--- config.mk ---
export PLATFORM = sky130hd
export DESIGN_NAME = round_robin_rb_allocator
export DESIGN_NICKNAME = d
export VERILOG_FILES = /design/src/rtl/rra_pkg.sv /design/src/rtl/round_robin_rb_allocator.sv /design/src/rtl/rra_ctrl.sv /design/src/rtl/rra_datapath.sv
export SDC_FILE = /design/constraint.sdc
export NUM_CORES = 1
export LEC_CHECK = 0
export ABC_AREA = 1
export BUFFER_PORTS_ARGS = -buffer_cell sky130_fd_sc_hd__buf_2
export CAP_MARGIN = 20
export CELL_PAD_IN_SITES_DETAIL_PLACEMENT = 1
export CELL_PAD_IN_SITES_GLOBAL_PLACEMENT = 1
export CORE_ASPECT_RATIO = 1.1
export CORE_UTILIZATION = 58
export CTS_BUF_LIST = sky130_fd_sc_hd__clkbuf_2
export DETAILED_ROUTE_END_ITERATION = 6
export GPL_ROUTABILITY_DRIVEN = 0
export PLACE_DENSITY_LB_ADDON = 0.12
export SLEW_MARGIN = 20
export SYNTH_ARGS = -nofsm -noshare
export SYNTH_HDL_FRONTEND = slang
export SYNTH_SLANG_ARGS = --single-unit
--- constraint.sdc ---
create_clock -name aclk -period 5.92 [get_ports aclk]
set_clock_uncertainty 0.15 [all_clocks]
set_input_delay 1.184 -clock aclk [delete_from_list [all_inputs] [get_ports aclk]]
set_output_delay 1.184 -clock aclk [all_outputs]
set_load 0.01 [all_outputs]
--- src/rtl/rra_pkg.sv ---
// shared types, constants and control interfaces of the round-robin block allocator
package rra_pkg;

    localparam int ID_W            = 20;
    localparam int WANT_W          = 5;
    localparam int BLOCK_W         = 6;
    localparam int POOL_W          = 2;
    localparam int MAX_GRANTS      = 16;
    localparam int DEF_MAX_REQUESTS    = 16;
    localparam int DEF_BLOCKS_PER_ZONE = 16;

    typedef enum logic [1:0] {
        ST_LOAD,
        ST_READ,
        ST_EVAL,
        ST_FLUSH
    } rra_state_t;

    // controller to datapath
    typedef struct packed {
        logic load;        // store the accepted request
        logic start;       // slot closed, reset allocation counters
        logic step;        // evaluate the entry at the walk index
        logic flush_emit;  // send the held grant as the final one
        logic finish;      // empty the store, back to loading
    } rra_cmd_t;

    // datapath to controller
    typedef struct packed {
        logic entry_short;  // current entry still wants a block this pass
        logic held_valid;   // a grant waits for its successor
        logic out_free;     // output register can take a transfer
        logic alloc_end;    // this step ends allocation
    } rra_status_t;

endpackage

--- src/rtl/round_robin_rb_allocator.sv ---
// top level of the round-robin resource block allocator
//
//  channel   direction  handshake             payload
//  cfg       in         cfg_valid/cfg_ready   cfg_pool_select
//  request   in         s_valid/s_ready       s_vehicle_id, s_wanted_blocks, s_slot_end
//  grant     out        m_valid/m_ready       m_granted_vehicle, m_block_number, m_final_grant
//
// requests are stored one per cycle; the one marked slot end starts allocation
// allocation visits one store entry at a time, reading it (registered) then evaluating it,
// and runs at most one pass per granted block plus one, over all stored entries
// a held grant goes out only when the next one is found or allocation ends,
// so output stalls hold the walk; no request is taken until the slot is done
// synchronous active-low reset empties the store and sets pool_select to zero
module round_robin_rb_allocator #(
    parameter int MAX_REQUESTS    = rra_pkg::DEF_MAX_REQUESTS,
    parameter int BLOCKS_PER_ZONE = rra_pkg::DEF_BLOCKS_PER_ZONE
) (
    input  logic                        aclk,
    input  logic                        aresetn,
    input  logic                        cfg_valid,
    output logic                        cfg_ready,
    input  logic [rra_pkg::POOL_W-1:0]  cfg_pool_select,
    input  logic                        s_valid,
    output logic                        s_ready,
    input  logic [rra_pkg::ID_W-1:0]    s_vehicle_id,
    input  logic [rra_pkg::WANT_W-1:0]  s_wanted_blocks,
    input  logic                        s_slot_end,
    output logic                        m_valid,
    input  logic                        m_ready,
    output logic [rra_pkg::ID_W-1:0]    m_granted_vehicle,
    output logic [rra_pkg::BLOCK_W-1:0] m_block_number,
    output logic                        m_final_grant
);
    import rra_pkg::*;

    rra_cmd_t    cmd;
    rra_status_t status;

    assign cfg_ready = 1'b1;

    rra_ctrl u_ctrl (
        .aclk       (aclk),
        .aresetn    (aresetn),
        .s_valid    (s_valid),
        .s_slot_end (s_slot_end),
        .s_ready    (s_ready),
        .status     (status),
        .cmd        (cmd)
    );

    rra_datapath #(
        .MAX_REQUESTS    (MAX_REQUESTS),
        .BLOCKS_PER_ZONE (BLOCKS_PER_ZONE)
    ) u_datapath (
        .aclk              (aclk),
        .aresetn           (aresetn),
        .cfg_valid         (cfg_valid),
        .cfg_pool_select   (cfg_pool_select),
        .s_vehicle_id      (s_vehicle_id),
        .s_wanted_blocks   (s_wanted_blocks),
        .m_valid           (m_valid),
        .m_ready           (m_ready),
        .m_granted_vehicle (m_granted_vehicle),
        .m_block_number    (m_block_number),
        .m_final_grant     (m_final_grant),
        .cmd               (cmd),
        .status            (status)
    );

endmodule

--- src/rtl/rra_ctrl.sv ---
// controller state machine: loading, walking the store, final flush
module rra_ctrl (
    input  logic                 aclk,
    input  logic                 aresetn,
    input  logic                 s_valid,
    input  logic                 s_slot_end,
    output logic                 s_ready,
    input  rra_pkg::rra_status_t status,
    output rra_pkg::rra_cmd_t    cmd
);
    import rra_pkg::*;

    rra_state_t state_reg, state_next;

    always_ff @(posedge aclk) begin
        if (!aresetn) begin
            state_reg <= ST_LOAD;
        end else begin
            state_reg <= state_next;
        end
    end

    always_comb begin
        state_next = state_reg;
        cmd        = '0;
        s_ready    = 1'b0;
        unique case (state_reg)
            ST_LOAD: begin
                s_ready = 1'b1;
                if (s_valid) begin
                    cmd.load = 1'b1;
                    if (s_slot_end) begin
                        cmd.start  = 1'b1;
                        state_next = ST_READ;
                    end
                end
            end
            ST_READ: begin
                state_next = ST_EVAL;
            end
            ST_EVAL: begin
                // a grant only stalls when the held one cannot leave
                if (!status.entry_short || !status.held_valid || status.out_free) begin
                    cmd.step   = 1'b1;
                    state_next = status.alloc_end ? ST_FLUSH : ST_READ;
                end
            end
            ST_FLUSH: begin
                if (!status.held_valid) begin
                    cmd.finish = 1'b1;
                    state_next = ST_LOAD;
                end else if (status.out_free) begin
                    cmd.flush_emit = 1'b1;
                    cmd.finish     = 1'b1;
                    state_next     = ST_LOAD;
                end
            end
            default: begin
                state_next = ST_LOAD;
            end
        endcase
    end

endmodule

--- src/rtl/rra_datapath.sv ---
// request store, pass and block counters, held grant and output register
module rra_datapath #(
    parameter int MAX_REQUESTS    = rra_pkg::DEF_MAX_REQUESTS,
    parameter int BLOCKS_PER_ZONE = rra_pkg::DEF_BLOCKS_PER_ZONE
) (
    input  logic                        aclk,
    input  logic                        aresetn,
    input  logic                        cfg_valid,
    input  logic [rra_pkg::POOL_W-1:0]  cfg_pool_select,
    input  logic [rra_pkg::ID_W-1:0]    s_vehicle_id,
    input  logic [rra_pkg::WANT_W-1:0]  s_wanted_blocks,
    output logic                        m_valid,
    input  logic                        m_ready,
    output logic [rra_pkg::ID_W-1:0]    m_granted_vehicle,
    output logic [rra_pkg::BLOCK_W-1:0] m_block_number,
    output logic                        m_final_grant,
    input  rra_pkg::rra_cmd_t           cmd,
    output rra_pkg::rra_status_t        status
);
    import rra_pkg::*;

    localparam int LIMIT  = (BLOCKS_PER_ZONE < MAX_GRANTS) ? BLOCKS_PER_ZONE : MAX_GRANTS;
    localparam int CNT_W  = $clog2(MAX_REQUESTS + 1);
    localparam int IDX_W  = (MAX_REQUESTS > 1) ? $clog2(MAX_REQUESTS) : 1;
    localparam int NB_W   = $clog2(LIMIT + 1);
    localparam int BASE_W = $clog2(4 * BLOCKS_PER_ZONE) + 1;
    localparam int SUM_W  = (BASE_W > BLOCK_W) ? BASE_W : BLOCK_W;

    typedef struct packed {
        logic [ID_W-1:0]   id;
        logic [WANT_W-1:0] want;
    } rra_entry_t;

    rra_entry_t store_mem [MAX_REQUESTS];
    rra_entry_t rd_reg;

    logic [POOL_W-1:0]  pool_reg;
    logic [CNT_W-1:0]   count_reg;
    logic [IDX_W-1:0]   idx_reg;
    logic [WANT_W-1:0]  pass_reg;
    logic [NB_W-1:0]    nb_reg;
    logic               progress_reg;
    logic               held_valid_reg;
    logic [ID_W-1:0]    held_id_reg;
    logic [BLOCK_W-1:0] held_block_reg;
    logic               m_valid_reg;
    logic [ID_W-1:0]    m_id_reg;
    logic [BLOCK_W-1:0] m_block_reg;
    logic               m_final_reg;

    logic               entry_short;
    logic               last_entry;
    logic               pool_done;
    logic               alloc_end;
    logic               out_free;
    logic               push;
    logic [SUM_W-1:0]   block_sum;

    always_ff @(posedge aclk) begin
        if (cmd.load && (count_reg < CNT_W'(MAX_REQUESTS))) begin
            store_mem[count_reg[IDX_W-1:0]] <= '{id: s_vehicle_id, want: s_wanted_blocks};
        end
        rd_reg <= store_mem[idx_reg];
    end

    // a request still short in this pass got a block in every earlier pass
    assign entry_short = rd_reg.want > pass_reg;
    assign last_entry  = (CNT_W'(idx_reg) + CNT_W'(1)) == count_reg;
    assign pool_done   = entry_short && ((nb_reg + NB_W'(1)) == NB_W'(LIMIT));
    assign alloc_end   = pool_done || (last_entry && !(progress_reg || entry_short));
    assign out_free    = !m_valid_reg || m_ready;
    assign push        = (cmd.step && entry_short && held_valid_reg) || cmd.flush_emit;
    assign block_sum   = SUM_W'(pool_reg) * SUM_W'(BLOCKS_PER_ZONE) + SUM_W'(nb_reg);

    assign status.entry_short = entry_short;
    assign status.held_valid  = held_valid_reg;
    assign status.out_free    = out_free;
    assign status.alloc_end   = alloc_end;

    always_ff @(posedge aclk) begin
        if (!aresetn) begin
            pool_reg       <= '0;
            count_reg      <= '0;
            idx_reg        <= '0;
            pass_reg       <= '0;
            nb_reg         <= '0;
            progress_reg   <= 1'b0;
            held_valid_reg <= 1'b0;
            m_valid_reg    <= 1'b0;
        end else begin
            if (cfg_valid) begin
                pool_reg <= cfg_pool_select;
            end
            if (cmd.load && (count_reg < CNT_W'(MAX_REQUESTS))) begin
                count_reg <= count_reg + CNT_W'(1);
            end
            if (cmd.start) begin
                idx_reg        <= '0;
                pass_reg       <= '0;
                nb_reg         <= '0;
                progress_reg   <= 1'b0;
                held_valid_reg <= 1'b0;
            end
            if (cmd.step) begin
                if (entry_short) begin
                    held_valid_reg <= 1'b1;
                    nb_reg         <= nb_reg + NB_W'(1);
                end
                if (last_entry) begin
                    // wrap for the next pass
                    idx_reg      <= '0;
                    pass_reg     <= pass_reg + WANT_W'(1);
                    progress_reg <= 1'b0;
                end else begin
                    idx_reg <= idx_reg + IDX_W'(1);
                    if (entry_short) begin
                        progress_reg <= 1'b1;
                    end
                end
            end
            if (cmd.finish) begin
                count_reg      <= '0;
                held_valid_reg <= 1'b0;
            end
            if (push) begin
                m_valid_reg <= 1'b1;
            end else if (m_ready) begin
                m_valid_reg <= 1'b0;
            end
        end
    end

    always_ff @(posedge aclk) begin
        if (cmd.step && entry_short) begin
            held_id_reg    <= rd_reg.id;
            held_block_reg <= block_sum[BLOCK_W-1:0];
        end
        if (push) begin
            m_id_reg    <= held_id_reg;
            m_block_reg <= held_block_reg;
            m_final_reg <= cmd.flush_emit;
        end
    end

    assign m_valid           = m_valid_reg;
    assign m_granted_vehicle = m_id_reg;
    assign m_block_number    = m_block_reg;
    assign m_final_grant     = m_final_reg;

    a_push_when_free: assert property (@(posedge aclk) disable iff (!aresetn)
        push |-> out_free)
        else $error("grant pushed into a full output register");

    a_pool_bound: assert property (@(posedge aclk) disable iff (!aresetn)
        cmd.step && entry_short |-> nb_reg < NB_W'(LIMIT))
        else $error("grant beyond the pool");

    a_finish_clears: assert property (@(posedge aclk) disable iff (!aresetn)
        cmd.finish |=> (count_reg == '0) && !held_valid_reg)
        else $error("store not emptied after the slot");

endmodule

==> impl_metrics.tcl <==
set metrics [dict create \
    synthCells 1326 \
    clock_path_buffers 3 \
    p_per_area_nw_per_um2 317.8 \
    ys_ff_latch 504 \
    max-cap-violations 0 \
    crit_path_start_kind "register" \
    max_freq_mhz 325.0 \
    cts_resized 0 \
    final_area_sq_um 21170 \
    largest_register_ffs 400 \
    crit_type "register to primary output" \
    die_y_um 193.2 \
    startpoint "u_ctrl.state_reg[1]" \
    h-tree-depth 3 \
    grt_pass1_wl_mm 72.15 \
    r2r_setup_slack_ns 2.97 \
    r2r_start "u_datapath.idx_reg[0]" \
    row_count 69 \
    wl_per_cell_um 23.66 \
    synth_top_cell_area_share 0.7055 \
    vias 11780 \
    drtPass1Iterations 5 \
    worst_pin_slew_ns 1.086 \
    drt_wl_total_mm 46.71 \
    setup-violations-final 0 \
    numPortBuffers 61 \
    min_period_ns 3.077 \
    tritoncts "built" \
    yosys-top-cells-area "edfxtp_1 71%, dfxtp_1 5.3%, nor2_1 3.9%, mux2i_1 3.8%, o221ai_1 3.4%" \
    utilization 0.6503 \
    worstPathArrival_ns 1.74 \
    place_inst 1745 \
    grt_max_degree 136 \
    antenna_found_initial 4 \
    grt_overflow 0 \
    route.detailed.drc 0 \
    outcome "finished clean" \
    yosys.area.top_type "edfxtp_1" \
    max_slew_margin 0.2746 \
    hpwl_mm 25.23 \
    placed_cell_area_sq_um 19940 \
    core_sq_um 32550 \
    grt_usage 0.2852 \
    root_buffer "clkbuf_2" \
    synth_cell_types 30 \
    area_growth_syn_to_layout_pct 9.773 \
    ant_nets 0 \
    final_cells 1974 \
    r2r.worst_path.cells 10 \
    fin_setup_tns_ns 0 \
    post-cts-setup-buffers 0 \
    critPathMaxFanout 6 \
    final_max_slew_viol_count 0 \
    layout.nets 1490 \
    crit_required_ns 4.59 \
    synth_area_sq_um 19280 \
    p_leak_nw 7.104 \
    synthArstFlopShare 0 \
    io_pins 63 \
    clkSlewWorstSetupHoldPaths_ns 0.10 \
    yosysMostFrequentCell "edfxtp_1" \
    first_global_vias 12910 \
    crit_path_end "s_ready" \
    die-width_um 175.8 \
    rsz0062_at_grt "no" \
    cts_hold_buf 0 \
    die-area_sq_um 33980 \
    period_share 0.5197 \
    end_kind "primary output" \
    via_per_inst 5.967 \
    ys_seq_area_frac 0.7585 \
    start_util 0.5924 \
    synth_nets 1373 \
    drtIter0Drc 792 \
    drive_gt1_frac 0.1877 \
    cts_made_buffers 120 \
    clock_latency_ns 1.09 \
    synth-edff-count 453 \
    final_hold_viol_count 0 \
    yosys_warnings 0 \
    ir_drop_mv 0.2036 \
    synth_common_cells "453 x edfxtp_1, 201 x nor2_1, 113 x o21ai_0" \
    hold_class "input port to register" \
    totalPowerFinal_w 0.006726 \
    r2r-end "u_datapath.idx_reg[0]" \
    ys.flop_type "edfxtp_1" \
    cts_sinks 504 \
    avgSynthCellArea_sq_um 14.54 \
]
## kinds of logic (layout without fill, tap and decap cells)
| kind of cell | after synthesis | count (layout) | share of synthesized area |
|---|---|---|---|
| AND/OR/NAND/NOR | 346 | 346 | 0.07151 |
| XOR/XNOR | 7 | 7 | 0.003180 |
| flip-flops | 504 | 504 | 0.7585 |
| AO/OA/AOI/OAI | 260 | 260 | 0.09046 |
| buffers and inverters | 120 | 339 | 0.02868 |
| adder cells (fa/ha/maj) | 14 | 14 | 0.009085 |
| multiplexers | 74 | 74 | 0.03842 |
| other | 1 | 4 | 0.0001945 |
## through the flow
stage	hold slack, ns	setup WS (ns)
finish	0.1917	2.843
global route	0.1450	2.656
CTS	0.1274	2.672
detailed placement	0.2425	2.314
global placement	0.2359	2.453
floorplan	0.2355	2.657
## cells in the final DEF (no fill, tap or decap)
cell type / count
nor2_1: 185
clkinv_4: 1
buf_4: 9
edfxtp_1: 453
inv_4: 1
o32ai_1: 26
o211ai_1: 26
o21ai_1: 4
conb_1: 1
dfxtp_1: 48
nor2_2: 1
inv_2: 1
diode_2: 3
mux2i_1: 74
nand2_1: 92
o221ai_1: 74
buf_2: 61
inv_1: 39
dfxtp_2: 1
clkinv_1: 33
clkinv_2: 1
xnor2_1: 1
a21oi_1: 16
nor2_4: 17
nor3_1: 3
buf_12: 1
a21boi_1: 1
buf_16: 2
ha_1: 14
nand2_2: 2
o21ai_0: 113
xor2_1: 6
nand3_1: 43
nand4_1: 3
dfxtp_4: 2
bufinv_16: 3
clkbuf_2: 187
## worst max-delay path: stages (launching register included)
cell and delay, ns:
dfxtp_1 0.36, nor2_1 0.19, buf_2 0.16
## cell type report
class	instances	area (sq um)
fillers	3124	11380
inverters	42	160.2
clock inverters	37	224.0
well taps	426	533.0
repair buffers	73	447.9
flip-flops and latches	504	14630
clock buffers	187	935.9
diodes	3	7.507
multi-input cells	702	4224
## worst min path at each step
stage,slack [ns],startpoint,cells past startpoint,end
6_report,0.19,cfg_pool_select[0],3,u_datapath.pool_reg[0]
5_1_grt,0.14,cfg_pool_select[0],3,u_datapath.pool_reg[0]
4_1_cts,0.13,cfg_pool_select[0],3,u_datapath.pool_reg[0]
3_5_place_dp,0.24,u_datapath.rd_reg[24],0,u_datapath.held_id_reg[19]
3_3_place_gp,0.24,u_datapath.rd_reg[11],0,u_datapath.held_id_reg[6]
2_1_floorplan,0.24,u_datapath.rd_reg[5],0,u_datapath.held_id_reg[0]
## power breakdown
part           leakage, nW  switching [W]  internal (W)
logic                 1.71       0.000270      0.000111
registers             4.51      0.0000533       0.00396
clock network        0.877        0.00136      0.000967
total                 7.10        0.00169       0.00504
## per-layer routing
layer  wire [um]  vias to the layer above  track usage
li1            -                     5324            -
met1       18230                     5932       0.3410
met2       24430                      418       0.4939
met3        2735                      105      0.06093
met4        1311                        0       0.1279
met5           0                        -            0
(Power assumes the default switching activity.)
